--- config.mk ---
export PLATFORM = sky130hd
export DESIGN_NAME = wav_header_parser_unit
export DESIGN_NICKNAME = d
export VERILOG_FILES = /design/src/hdl/wavhp_pkg.sv /design/src/hdl/wavhp_in_stage.sv /design/src/hdl/wavhp_parser.sv /design/src/hdl/wavhp_out_stage.sv /design/src/hdl/wav_header_parser_unit.sv
export SDC_FILE = /design/constraint.sdc
export NUM_CORES = 1
export LEC_CHECK = 0
export BUFFER_PORTS_ARGS = -buffer_cell sky130_fd_sc_hd__buf_4
export CORE_MARGIN = 8
export CORE_UTILIZATION = 60
export DETAILED_ROUTE_END_ITERATION = 8
export GPL_TIMING_DRIVEN = 0
export PLACE_DENSITY = 0.8
export RECOVER_POWER = 50
export SETUP_SLACK_MARGIN = 0.05
export SYNTH_ARGS = -nofsm -noshare
export SYNTH_HDL_FRONTEND = slang
export SYNTH_SLANG_ARGS = --single-unit
export TNS_END_PERCENT = 50
--- constraint.sdc ---
create_clock -name i_clk -period 8.5 [get_ports i_clk]
set_input_delay 0 -clock i_clk [delete_from_list [all_inputs] [get_ports i_clk]]
set_output_delay 0 -clock i_clk [all_outputs]
set_load 0.01 [all_outputs]
--- src/hdl/wavhp_pkg.sv ---
package wavhp_pkg;

    localparam int unsigned CFG_IDX_W  = 8;
    localparam int unsigned CFG_DATA_W = 16;

    localparam logic [CFG_IDX_W-1:0] CFG_MAX_FORMAT_BYTES = 8'd0;
    localparam logic [CFG_IDX_W-1:0] CFG_MIN_DATA_BYTES   = 8'd1;

    localparam logic [7:0]  MAX_FORMAT_RESET = 8'd100;
    localparam logic [15:0] MIN_DATA_RESET   = 16'd1024;

    localparam logic [31:0] ID_WAVE = 32'h4556_4157;
    localparam logic [31:0] ID_FMT  = 32'h2074_6D66;
    localparam logic [31:0] ID_DATA = 32'h6174_6164;
    localparam logic [31:0] ID_DISP = 32'h5053_4944;
    localparam logic [31:0] ID_LIST = 32'h5453_494C;
    localparam logic [31:0] ID_FACT = 32'h7463_6166;

    localparam int unsigned OUT_TDATA_W = 56;

    typedef enum logic [2:0] {
        PH_HEADER,
        PH_CHUNK,
        PH_FMT,
        PH_SKIP,
        PH_DONE
    } t_phase;

    typedef struct packed {
        logic [7:0] data_byte;
        logic       last_byte;
    } t_in_item;

    typedef struct packed {
        logic        status;
        logic [1:0]  channels;
        logic [4:0]  bits_per_sample;
        logic [15:0] sample_rate;
        logic [31:0] data_bytes;
    } t_result;

    typedef struct packed {
        logic                  valid;
        logic [CFG_IDX_W-1:0]  index;
        logic [CFG_DATA_W-1:0] data;
    } t_cfg_write;

endpackage

--- src/hdl/wavhp_in_stage.sv ---
module wavhp_in_stage
    import wavhp_pkg::*;
(
    input  logic     i_clk,
    input  logic     i_rst_n,
    input  logic     i_valid,
    output logic     o_ready,
    input  t_in_item i_item,
    input  logic     i_advance,
    output logic     o_valid,
    output t_in_item o_item
);

    logic     r_valid;
    t_in_item r_item;

    assign o_ready = !r_valid || i_advance;
    assign o_valid = r_valid;
    assign o_item  = r_item;

    always_ff @(posedge i_clk) begin
        if (!i_rst_n) begin
            r_valid <= 1'b0;
        end else if (o_ready) begin
            r_valid <= i_valid;
        end
    end

    always_ff @(posedge i_clk) begin
        if (o_ready && i_valid) begin
            r_item <= i_item;
        end
    end

endmodule

--- src/hdl/wavhp_parser.sv ---
module wavhp_parser
    import wavhp_pkg::*;
(
    input  logic       i_clk,
    input  logic       i_rst_n,
    input  t_cfg_write i_cfg,
    input  logic       i_fire,
    input  t_in_item   i_item,
    output logic       o_res_valid,
    output t_result    o_res
);

    logic [7:0]  r_max_fmt;
    logic [15:0] r_min_data;

    t_phase      r_phase, n_phase;
    logic [6:0]  r_pos, n_pos;
    logic [31:0] r_id, n_id;
    logic [31:0] r_len, n_len;
    logic [31:0] r_rem, n_rem;
    logic        r_tag, n_tag;
    logic [1:0]  r_ch, n_ch;
    logic [4:0]  r_bits, n_bits;
    logic [15:0] r_rate, n_rate;

    logic        bad, good;
    logic [7:0]  b;
    logic [6:0]  pos_inc;
    logic [31:0] id_shift, len_shift, rem_dec, sz;

    assign b         = i_item.data_byte;
    assign pos_inc   = r_pos + 7'd1;
    assign id_shift  = {b, r_id[31:8]};
    assign len_shift = {b, r_len[31:8]};
    assign rem_dec   = r_rem - 32'd1;
    assign sz        = len_shift + {31'd0, len_shift[0]};

    always_ff @(posedge i_clk) begin
        if (!i_rst_n) begin
            r_max_fmt  <= MAX_FORMAT_RESET;
            r_min_data <= MIN_DATA_RESET;
        end else if (i_cfg.valid) begin
            unique case (i_cfg.index)
                CFG_MAX_FORMAT_BYTES: r_max_fmt  <= i_cfg.data[7:0];
                CFG_MIN_DATA_BYTES:   r_min_data <= i_cfg.data;
                default: ;
            endcase
        end
    end

    always_comb begin
        n_phase = r_phase;
        n_pos   = r_pos;
        n_id    = r_id;
        n_len   = r_len;
        n_rem   = r_rem;
        n_tag   = r_tag;
        n_ch    = r_ch;
        n_bits  = r_bits;
        n_rate  = r_rate;
        bad     = 1'b0;
        good    = 1'b0;

        unique case (r_phase)
            PH_HEADER: begin
                if (r_pos >= 7'd8) begin
                    n_id = id_shift;
                end
                n_pos = pos_inc;
                if (pos_inc >= 7'd12) begin
                    if (n_id == ID_WAVE) begin
                        n_phase = PH_CHUNK;
                        n_pos   = '0;
                        n_id    = '0;
                        n_len   = '0;
                    end else begin
                        bad = 1'b1;
                    end
                end
            end
            PH_CHUNK: begin
                if (r_pos < 7'd4) begin
                    n_id = id_shift;
                end else begin
                    n_len = len_shift;
                end
                n_pos = pos_inc;
                if (r_pos == 7'd7) begin
                    if (r_id == ID_FMT) begin
                        if (sz > {24'd0, r_max_fmt} || sz < 32'd16) begin
                            bad = 1'b1;
                        end else begin
                            n_phase = PH_FMT;
                            n_pos   = '0;
                            n_rem   = sz;
                            n_tag   = 1'b0;
                        end
                    end else if (r_id == ID_DATA) begin
                        if (len_shift < {16'd0, r_min_data}) begin
                            bad = 1'b1;
                        end else begin
                            good = 1'b1;
                        end
                    end else if (r_id == ID_DISP || r_id == ID_LIST || r_id == ID_FACT) begin
                        if (sz == 32'd0) begin
                            n_pos = '0;
                            n_id  = '0;
                            n_len = '0;
                        end else begin
                            n_phase = PH_SKIP;
                            n_rem   = sz;
                        end
                    end else begin
                        bad = 1'b1;
                    end
                end
            end
            PH_FMT: begin
                case (r_pos)
                    7'd0: n_tag = (b == 8'd1);
                    7'd2: begin
                        if (b == 8'd1 || b == 8'd2) begin
                            n_ch = b[1:0];
                        end else begin
                            n_tag = 1'b0;
                        end
                    end
                    7'd4: n_rate[7:0]  = b;
                    7'd5: n_rate[15:8] = b;
                    7'd14: begin
                        if (b == 8'd8 || b == 8'd16) begin
                            n_bits = b[4:0];
                        end else begin
                            n_tag = 1'b0;
                        end
                    end
                    default: ;
                endcase
                if (r_pos < 7'd127) begin
                    n_pos = pos_inc;
                end
                n_rem = rem_dec;
                if (rem_dec == 32'd0) begin
                    if (n_tag) begin
                        n_phase = PH_CHUNK;
                        n_pos   = '0;
                        n_id    = '0;
                        n_len   = '0;
                    end else begin
                        bad = 1'b1;
                    end
                end
            end
            PH_SKIP: begin
                n_rem = rem_dec;
                if (rem_dec == 32'd0) begin
                    n_phase = PH_CHUNK;
                    n_pos   = '0;
                    n_id    = '0;
                    n_len   = '0;
                end
            end
            PH_DONE: ;
            default: ;
        endcase

        if (i_item.last_byte && !bad && !good && r_phase != PH_DONE) begin
            bad = 1'b1;
        end
        if (bad || good) begin
            n_phase = PH_DONE;
        end

        o_res_valid           = bad || good;
        o_res.status          = bad;
        o_res.channels        = bad ? 2'd0 : n_ch;
        o_res.bits_per_sample = bad ? 5'd0 : n_bits;
        o_res.sample_rate     = bad ? 16'd0 : n_rate;
        o_res.data_bytes      = bad ? 32'd0 : n_len;

        if (i_item.last_byte) begin
            n_phase = PH_HEADER;
            n_pos   = '0;
            n_id    = '0;
            n_len   = '0;
            n_rem   = '0;
            n_tag   = 1'b0;
            n_ch    = '0;
            n_bits  = '0;
            n_rate  = '0;
        end
    end

    always_ff @(posedge i_clk) begin
        if (!i_rst_n) begin
            r_phase <= PH_HEADER;
            r_pos   <= '0;
            r_id    <= '0;
            r_len   <= '0;
            r_rem   <= '0;
            r_tag   <= 1'b0;
            r_ch    <= '0;
            r_bits  <= '0;
            r_rate  <= '0;
        end else if (i_fire) begin
            r_phase <= n_phase;
            r_pos   <= n_pos;
            r_id    <= n_id;
            r_len   <= n_len;
            r_rem   <= n_rem;
            r_tag   <= n_tag;
            r_ch    <= n_ch;
            r_bits  <= n_bits;
            r_rate  <= n_rate;
        end
    end

    a_result_ends_parse: assert property (@(posedge i_clk) disable iff (!i_rst_n)
        i_fire && o_res_valid && !i_item.last_byte |=> r_phase == PH_DONE)
        else $error("parse not closed after result");

    a_good_meets_min: assert property (@(posedge i_clk) disable iff (!i_rst_n)
        i_fire && o_res_valid && !o_res.status |-> o_res.data_bytes >= {16'd0, r_min_data})
        else $error("accepted data chunk below minimum size");

endmodule

--- src/hdl/wavhp_out_stage.sv ---
module wavhp_out_stage
    import wavhp_pkg::*;
(
    input  logic    i_clk,
    input  logic    i_rst_n,
    input  logic    i_load,
    input  t_result i_res,
    output logic    o_can_load,
    output logic    o_valid,
    input  logic    i_ready,
    output t_result o_res
);

    logic    r_valid;
    t_result r_res;

    assign o_can_load = !r_valid || i_ready;
    assign o_valid    = r_valid;
    assign o_res      = r_res;

    always_ff @(posedge i_clk) begin
        if (!i_rst_n) begin
            r_valid <= 1'b0;
        end else if (o_can_load) begin
            r_valid <= i_load;
        end
    end

    always_ff @(posedge i_clk) begin
        if (o_can_load && i_load) begin
            r_res <= i_res;
        end
    end

    a_error_fields_clear: assert property (@(posedge i_clk) disable iff (!i_rst_n)
        r_valid && r_res.status |-> r_res.channels == 2'd0 && r_res.bits_per_sample == 5'd0
            && r_res.sample_rate == 16'd0 && r_res.data_bytes == 32'd0)
        else $error("error result carries nonzero fields");

endmodule

--- src/hdl/wav_header_parser_unit.sv ---
// A byte waits in the input register; its parse result goes to m_axis via the result register.
// Throughput: one byte per cycle, sustained while m_axis_tready stays high.
// Input register and result register each decouple one side; the parse state updates per byte.
// Reset (i_rst_n low at a clock edge) clears parse state, both stages and sets
// max_format_bytes to 100 and min_data_bytes to 1024.
module wav_header_parser_unit
    import wavhp_pkg::*;
(
    input  logic                         i_clk,
    input  logic                         i_rst_n,
    input  logic                         s_axis_tvalid,
    output logic                         s_axis_tready,
    input  logic [7:0]                   s_axis_tdata,   // [7:0] data_byte
    input  logic                         s_axis_tlast,   // last_byte
    output logic                         m_axis_tvalid,
    input  logic                         m_axis_tready,
    output logic [OUT_TDATA_W-1:0]       m_axis_tdata,   // [1:0] channels, [6:2] bits_per_sample,
                                                         // [22:7] sample_rate, [54:23] data_bytes
    output logic                         m_axis_tuser,   // status
    input  logic                         i_cfg_valid,
    output logic                         o_cfg_ready,
    input  logic [CFG_IDX_W-1:0]         i_cfg_index,
    input  logic [CFG_DATA_W-1:0]        i_cfg_data
);

    t_in_item   in_item, stage_item;
    logic       stage_valid, advance, out_can_load, res_valid;
    t_result    res, out_res;
    t_cfg_write cfg;

    assign in_item.data_byte = s_axis_tdata;
    assign in_item.last_byte = s_axis_tlast;
    assign o_cfg_ready       = 1'b1;
    assign cfg.valid         = i_cfg_valid;
    assign cfg.index         = i_cfg_index;
    assign cfg.data          = i_cfg_data;
    assign advance           = stage_valid && out_can_load;

    wavhp_in_stage u_in (
        .i_clk     (i_clk),
        .i_rst_n   (i_rst_n),
        .i_valid   (s_axis_tvalid),
        .o_ready   (s_axis_tready),
        .i_item    (in_item),
        .i_advance (advance),
        .o_valid   (stage_valid),
        .o_item    (stage_item)
    );

    wavhp_parser u_parser (
        .i_clk       (i_clk),
        .i_rst_n     (i_rst_n),
        .i_cfg       (cfg),
        .i_fire      (advance),
        .i_item      (stage_item),
        .o_res_valid (res_valid),
        .o_res       (res)
    );

    wavhp_out_stage u_out (
        .i_clk      (i_clk),
        .i_rst_n    (i_rst_n),
        .i_load     (advance && res_valid),
        .i_res      (res),
        .o_can_load (out_can_load),
        .o_valid    (m_axis_tvalid),
        .i_ready    (m_axis_tready),
        .o_res      (out_res)
    );

    assign m_axis_tuser = out_res.status;
    assign m_axis_tdata = {1'b0, out_res.data_bytes, out_res.sample_rate,
                           out_res.bits_per_sample, out_res.channels};

    a_stall_blocks_input: assert property (@(posedge i_clk) disable iff (!i_rst_n)
        m_axis_tvalid && !m_axis_tready && stage_valid |-> !s_axis_tready)
        else $error("input taken while both stages are held");

endmodule
==> impl_metrics.py, run 1 <==
metrics = {
    "route": {
        "viasPerCell": 6.54,
        "dr.pass1.iters": 6,
        "wl_per_cell_um": 21.8,
        "antenna_left": 0,
        "vias": 12200,
        "drc": 0,
        "drtIter0Drc": 1346,
        "drt-total-wl_um": 40700,
    },
    "timing": {
        "maxSlewViolCount": 37,
        "worstMarginPinSlew_ns": 1.65,
        "fin_setup_tns_ns": 0,
        "hold_viol": 0,
        "skew_ns": 0.0232,
        "min_period_ns": 6.36,
        "worst_slack_ns": 2.14,
        "rsz0062_at_grt": "false",
        "max_slew_margin": -0.101,
        "finalSetupViolations": 0,
        "fmax_mhz": 157,
        "whs_ns": 0.0270,
        "period_share": 0.748,
    },
    "critical_path": {
        "r2r-start": "u_parser.r_rem[1]$_SDFFE_PN0P_",
        "endpoint_kind": "register",
        "r2r_slack_ns": 2.14,
        "r2r_end": "u_out.o_res[8]$_SDFFCE_PP0P_",
        "slowest_stage": "clkbuf_1",
        "startpoint_type": "register",
        "cp_max_fo": 31,
        "crit_required_ns": 8.73,
        "r2r_cells": 13,
        "worst_path_most_repeated_cell": "clkbuf_1",
        "path_cells": "clkbuf_1 -> inv_1 -> ha_1 -> clkbuf_1 -> nor3b_1 -> nand4_1 -> or4b_2 -> a32oi_1 -> nand4_1 -> o41a_1 -> a21oi_1 -> clkbuf_1 -> buf_12",
        "crit_arrival_ns": 6.59,
        "critPathMaxStageDelay_ns": 1.23,
        "worst-setup-path-type": "register to register",
    },
    "synth": {
        "synth_top_flop_cell": "dfxtp_1",
        "synth_nets": 1481,
        "seq_area_frac_synth": 0.403,
        "syn_area_per_cell_um2": 8.91,
        "postSynthCellCount": 1415,
        "async_flop_share": 0,
        "yosysWarnings": 0,
        "synth_top_area_frac": 0.248,
        "synth-edff-count": 65,
        "syn_area_um2": 12600,
        "yosys.area.top_type": "dfxtp_1",
        "yosysUniqueCellTypes": 84,
        "synthTopCellsByArea": "dfxtp_1 (25%), edfxtp_1 (15%), mux2i_1 (3.9%)",
        "yosysMostFrequentCell": "dfxtp_1",
        "yosys_register_bits": 221,
        "synth_commonest_cells": "dfxtp_1 (156), nor2_1 (129), nand2_1 (93)",
    },
    "grt": {
        "use_met3": 0.0517,
        "grt.busiest_layer": "met2",
        "antenna_found_initial": 0,
        "grt.overflow.total": 0,
        "grt_max_degree": 32,
        "grt_pass1_vias": 11700,
        "grt_pass1_wl_um": 63800,
        "gr-usage-all-layers": 0.302,
        "grt_use_met1": 0.377,
        "grtUsageMet2": 0.511,
    },
    "placed_design": {
        "hpwl_um": 28800,
        "place_ws_ns": 3.45,
        "post_dp_cell_area_um2": 13700,
        "portBuffers": 95,
        "gp_congestion": 0.953,
    },
    "clock_network": {
        "path_clk_slew_ns": 0.06,
        "cts_root_buf": "clkbuf_16",
        "clk_path_buf_depth": 3,
        "cts_buffers": 25,
        "post_cts_buffers": 0,
        "cts_sinks": 221,
        "clock_latency_ns": 0.54,
        "htree_levels": 1,
        "ctsResizeCount": 0,
        "cts_tree": "done",
    },
    "floorplanning": {
        "fp-row-count": 53,
        "dieArea_um2": 25900,
        "core-area_um2": 20800,
        "floorplan.initialDensity": 0.605,
        "die_y_um": 161,
        "pin_count": 98,
        "dieWidth_um": 161,
    },
    "worst_hold_path": {
        "min_path_type": "input port to register",
        "hold_depth": 3,
        "hold_end": "u_parser.r_max_fmt[2]$_SDFFE_PN1P_",
        "hp-start": "i_cfg_index[0]",
    },
    "layout": {
        "drive_gt1_frac": 0.0692,
        "nFillCells": 1731,
        "syn_to_final_growth_pct": 14.9,
        "final_nets": 1637,
        "fin_area_um2": 14500,
    },
    "power": {
        "power.total_mw": 2.25,
        "p_leak_nw": 5.38,
        "ir_worst_vdd_mv": 0.149,
        "powerDensity_nw_per_um2": 156,
    },
    "flow_run": {
        "maxCapViolCount": 2,
    },
    "status": {
        "status": "finished with violations",
        "violations": "max-capacitance violations, max-slew violations",
    },
}
worst max-delay path, delay by kind of cell (launching register included):
| family | cells | cell delay (ns) |
|---|---|---|
| adder cells (fa/ha/maj) | 1 | 0.14 |
| AND/OR/NAND/NOR | 4 | 2.50 |
| buffers and inverters | 5 | 2.11 |
| AO/OA/AOI/OAI | 3 | 0.97 |
| flip-flops | 1 | 0.30 |
report_power, final:
part	total [mW]	internal, mW	switching (mW)
logic	0.139	0.0479	0.0909
clock network	1.02	0.571	0.445
registers	1.10	1.09	0.00638
total	2.25	1.71	0.542
flip-flops by register name (all words and copies together), names as in the netlist:
register / cells
u_parser.r_len: 32
u_in.o_valid: 1
u_out.o_res: 56
u_parser.r_min_data: 16
u_out.o_valid: 1
u_parser.r_id: 32
u_parser.r_phase: 3
u_parser.r_ch: 2
u_parser.r_rem: 32
u_parser.r_max_fmt: 8
u_parser.r_tag: 1
u_parser.r_pos: 7
u_in.o_item: 9
u_parser.r_rate: 16
u_parser.r_bits: 5
cells by family (layout without fill, tap and decap cells):
kind of cell / after synthesis / after routing / share of synthesized area
and+or+nand+nor: 569 / 569 / 0.246
AOI/OAI and AO/OA: 328 / 328 / 0.192
DFF: 221 / 221 / 0.403
buffers and inverters: 167 / 342 / 0.0553
xor gates and xnor gates: 50 / 50 / 0.0358
muxes: 50 / 50 / 0.0398
adders and majority gates: 28 / 28 / 0.0278
other: 2 / 3 / 0.000596
through the flow:
| step | utilization | std cells |
|---|---|---|
| 2_1_floorplan | - | 1415 |
| 3_3_place_gp | 0.656 | 1785 |
| 3_5_place_dp | 0.659 | 1787 |
| 4_1_cts | 0.710 | 1865 |
| 5_1_grt | 0.695 | 1865 |
| 6_report | 0.696 | 1866 |
layer usage:
metal / vias up / share of wire
li1: 5574 / -
met4: 0 / 0.038
met3: 120 / 0.081
met1: 5898 / 0.40
met2: 618 / 0.48
met5: - / 0
worst max path at each step:
stage                                              start  slack, ns                              end
after floorplan           u_parser.r_rem[1]$_SDFFE_PN0P_       2.32     u_out.o_res[0]$_SDFFCE_PP0P_
after global placement    u_parser.r_rem[1]$_SDFFE_PN0P_       0.47    u_out.o_res[19]$_SDFFCE_PP0P_
after detailed placement  u_parser.r_len[9]$_SDFFE_PN0P_       3.45  u_parser.r_rem[13]$_SDFFE_PN0P_
after CTS                 u_parser.r_len[9]$_SDFFE_PN0P_       3.44  u_parser.r_rem[13]$_SDFFE_PN0P_
after global routing      u_parser.r_rem[1]$_SDFFE_PN0P_       1.84     u_out.o_res[6]$_SDFFCE_PP0P_
final                     u_parser.r_rem[1]$_SDFFE_PN0P_       2.14     u_out.o_res[8]$_SDFFCE_PP0P_
cell usage in the layout, fill, tap and decap left out, types with 33 or more instances in the layout:
cell      netlist  final
nor2b_1        59     59
nor2_1        129    129
nand2_1        93     95
a22o_1         36     36
edfxtp_1       65     65
mux2i_1        49     49
clkbuf_1       90    164
nor3_1         34     35
a21oi_1        53     53
inv_1          41     41
o21ai_0        35     36
a22oi_1        49     49
nor4_1         36     36
or3_1          33     33
nand3_1        45     45
dfxtp_1       156    156
repair_timing:
| item | 4_1_cts | 5_1_grt |
|---|---|---|
| endpoints found under the setup margin | 0 | 0 |
| hold endpoints to repair | 36 | 0 |
| hold buffers | 32 | 0 |
area by class of cell:
| class | instances | area [µm²] | share of cell area |
|---|---|---|---|
| plain buffers | 126 | 541 | 0.0373 |
| inverters | 41 | 154 | 0.0106 |
| multi-input cells | 1027 | 6800 | 0.469 |
| clock buffers | 30 | 644 | 0.0445 |
| well taps | 275 | 344 | 0.0238 |
| flip-flops and latches | 221 | 5070 | 0.350 |
| clock inverters | 16 | 113 | 0.00778 |
| diodes | 1 | 2.50 | 0.000173 |
| repair buffers | 129 | 813 | 0.0562 |
Power figures use the tool's default switching activity.
==> run 2: changes to the inputs <==
- ABC_AREA: unset -> 1
- PLACE_DENSITY: 0.8 -> 0.79
- clock period: 8.5 -> 6.1 ns (I/O delays scaled with it)
==> run 2 against run 1 <==
Net effect:
- the flow now finishes without violations
- largest power group is now clock
- largest cell class unchanged
- critical path depth up 9
- synthesized area rose by 17%
- synthesized cell count grew 58%
- combinational power increased to 6.1 times the previous value
- utilization is 0.19 points lower
- wire length is 43% higher
- register-to-register slack got worse by 0.90 ns
- maximum frequency increased by 31%
==> impl_metrics.py, run 2 <==
metrics = {
    "status": {
        "status": "completed",
    },
    "timing": {
        "min_period_ns": 4.86,
        "rsz0062_at_grt": "false",
        "skew_ns": 0.0182,
        "hold_viol": 0,
        "max_slew_margin": 0.175,
        "whs_ns": 0.0619,
        "fmax_mhz": 206,
        "fin_setup_tns_ns": 0,
        "finalSetupViolations": 0,
        "period_share": 0.796,
        "worstMarginPinSlew_ns": 1.22,
        "maxSlewViolCount": 0,
    },
    "flow_run": {
        "maxCapViolCount": 0,
    },
    "clock_network": {
        "cts_sinks": 221,
        "cts_tree": "done",
        "post_cts_buffers": 0,
        "cts_buffers": 24,
        "ctsResizeCount": 0,
        "htree_levels": 1,
        "path_clk_slew_ns": 0.07,
        "clk_path_buf_depth": 3,
        "clock_latency_ns": 0.55,
        "cts_hold_buf": 34,
        "cts_root_buf": "clkbuf_16",
    },
    "route": {
        "drt-total-wl_um": 58200,
        "antenna_left": 0,
        "viasPerCell": 6.31,
        "dr.pass1.iters": 8,
        "vias": 17300,
        "wl_per_cell_um": 21.2,
        "drc": 0,
        "drtIter0Drc": 2534,
    },
    "synth": {
        "yosys.area.top_type": "dfxtp_1",
        "synth_top_area_frac": 0.212,
        "postSynthCellCount": 2240,
        "syn_area_per_cell_um2": 6.58,
        "synth_nets": 2306,
        "async_flop_share": 0,
        "syn_area_um2": 14700,
        "synth_commonest_cells": "nand2_1 (560), nor2_1 (252), a21oi_1 (242)",
        "yosysUniqueCellTypes": 58,
        "yosys_register_bits": 221,
        "synth-edff-count": 65,
        "synth_top_flop_cell": "dfxtp_1",
        "seq_area_frac_synth": 0.344,
        "synthTopCellsByArea": "dfxtp_1 (21%), nand2_1 (14%), edfxtp_1 (13%)",
        "yosysMostFrequentCell": "nand2_1",
        "yosysWarnings": 0,
    },
    "layout": {
        "drive_gt1_frac": 0.0734,
        "fin_cells": 2739,
        "final_nets": 2462,
        "final_core_util": 0.694,
        "layout_commonest_cell": "nand2_1",
        "syn_to_final_growth_pct": 14.1,
        "largest_reg_flops": 56,
        "final_cell_mix": "nand2_1 (560), nor2_1 (254), a21oi_1 (242), inv_1 (241), o21ai_0 (176)",
    },
    "power": {
        "internal_power_mw": 2.74,
        "p_leak_nw": 6.73,
        "powerDensity_nw_per_um2": 242,
        "comb_power_share": 0.208,
        "clkPwrFrac": 0.404,
        "sequentialPowerShare": 0.388,
        "p_switching_mw": 1.33,
        "ir_worst_vdd_mv": 0.291,
        "swShare": 0.327,
    },
    "placed_design": {
        "hpwl_um": 41900,
        "portBuffers": 95,
        "dp_cells": 2660,
        "gp_congestion": 1.04,
    },
    "grt": {
        "grt_pass1_wl_um": 89700,
        "gr-usage-all-layers": 0.370,
        "grt_max_degree": 33,
        "grt_pass1_vias": 16300,
        "grt.overflow.total": 0,
        "antenna_found_initial": 1,
    },
    "floorplanning": {
        "die_y_um": 173,
        "pin_count": 98,
        "dieWidth_um": 173,
        "floorplan.initialDensity": 0.608,
        "dieArea_um2": 29800,
        "core-area_um2": 24200,
        "fp-row-count": 57,
    },
    "critical_path": {
        "critPathMaxStageDelay_ns": 0.62,
        "startpoint_type": "register",
        "worst-setup-path-type": "register to register",
        "crit_arrival_ns": 5.09,
        "path_cells": "ha_1 -> nand3_2 -> nor2_1 -> xor2_1 -> ha_1 -> nand2_1 -> inv_1 -> nand2_1 -> nor2_1 -> nand2_1 -> nand2_1 -> a21oi_1 -> nand2_1 -> nand2_2 -> nand2_1 -> nand2_1 -> nand3_2 -> nor2_2 -> inv_1 -> nand2_1 -> inv_2 -> buf_12",
        "worst_path_most_repeated_cell": "nand2_1",
        "cp_max_fo": 32,
        "critPathTopFamily": "simple AND/OR/NAND/NOR gates",
        "endpoint_kind": "register",
        "crit_required_ns": 6.33,
        "path_buf_inv": 4,
        "slowest_stage": "dfxtp_1",
    },
    "worst_hold_path": {
        "min_path_type": "input port to register",
    },
}
## run 2: changes by cell type after synthesis, moves of 49 or more
cell,previous run,this run
nor2b_1,59,0
o21ai_0,35,164
a22oi_1,49,0
a21oi_1,53,242
inv_1,41,241
nand2_1,93,560
mux2i_1,49,0
nor2_1,129,252
nand3_1,45,113
## run 2: worst min-delay path, cell delays in order
cell and delay [ns]:
buf_4 0.11, nand3_1 0.27, o21ai_0 0.12, nor2_1 0.08
## run 2: path summary, 6_finish.rpt
check / cells past startpoint / start / endpoint / slack, ns
max: 22 / u_parser.r_len[9]$_SDFFE_PN0P_ / u_out.o_res[10]$_SDFFCE_PP0P_ / 1.24
min: 4 / i_cfg_valid / u_parser.r_max_fmt[0]$_SDFFE_PN0P_ / 0.06
min reg2reg: 2 / u_parser.r_bits[2]$_SDFFE_PN0P_ / u_parser.r_bits[2]$_SDFFE_PN0P_ / 0.45
max reg2reg: 22 / u_parser.r_len[9]$_SDFFE_PN0P_ / u_out.o_res[10]$_SDFFCE_PP0P_ / 1.24
## run 2: cell families after synthesis
| kind of cell | share of synthesized area |
|---|---|
| compound gates | 0.209 |
| xor+xnor | 0.0131 |
| fa+ha+maj | 0.0238 |
| buf+inv | 0.102 |
| flops | 0.344 |
| other cells | 0.000510 |
| simple gates | 0.307 |
## run 2: per-layer routing
metal,vias to the layer above,GRT usage,share of wire
met1,7909,0.476,0.39
met5,-,0,0
met2,1335,0.569,0.43
li1,7778,-,-
met3,262,0.0939,0.13
met4,0,0.189,0.053
## run 2: power groups by stage
stage | Combinational (mW) | Clock [mW] | Sequential, mW
CTS | 0.818 | 1.63 | 1.58
floorplan | 0.537 | 0 | 1.60
detailed placement | 0.795 | 0 | 1.61
global placement | 0.783 | 0 | 1.61
finish | 0.848 | 1.64 | 1.58
global route | 0.906 | 1.68 | 1.58
## run 2: cell type report
type | instances | area [µm²]
multi-input cells | 1651 | 8120
fillers | 2121 | 7430
flip-flops and latches | 221 | 5070
inverters | 248 | 931
repair buffers | 130 | 852
clock buffers | 30 | 674
plain buffers | 120 | 567
well taps | 324 | 405
clock inverters | 13 | 190
diodes | 2 | 5.00
## run 2: metrics by stage
step / worst slack [ns] / total power [mW] / area, µm²
2_1_floorplan: 2.18 / 2.14 / 14700
3_3_place_gp: 1.01 / 2.39 / 15900
3_5_place_dp: 1.85 / 2.41 / 15900
4_1_cts: 1.85 / 4.02 / 17100
5_1_grt: 1.04 / 4.17 / 16800
6_report: 1.24 / 4.07 / 16800
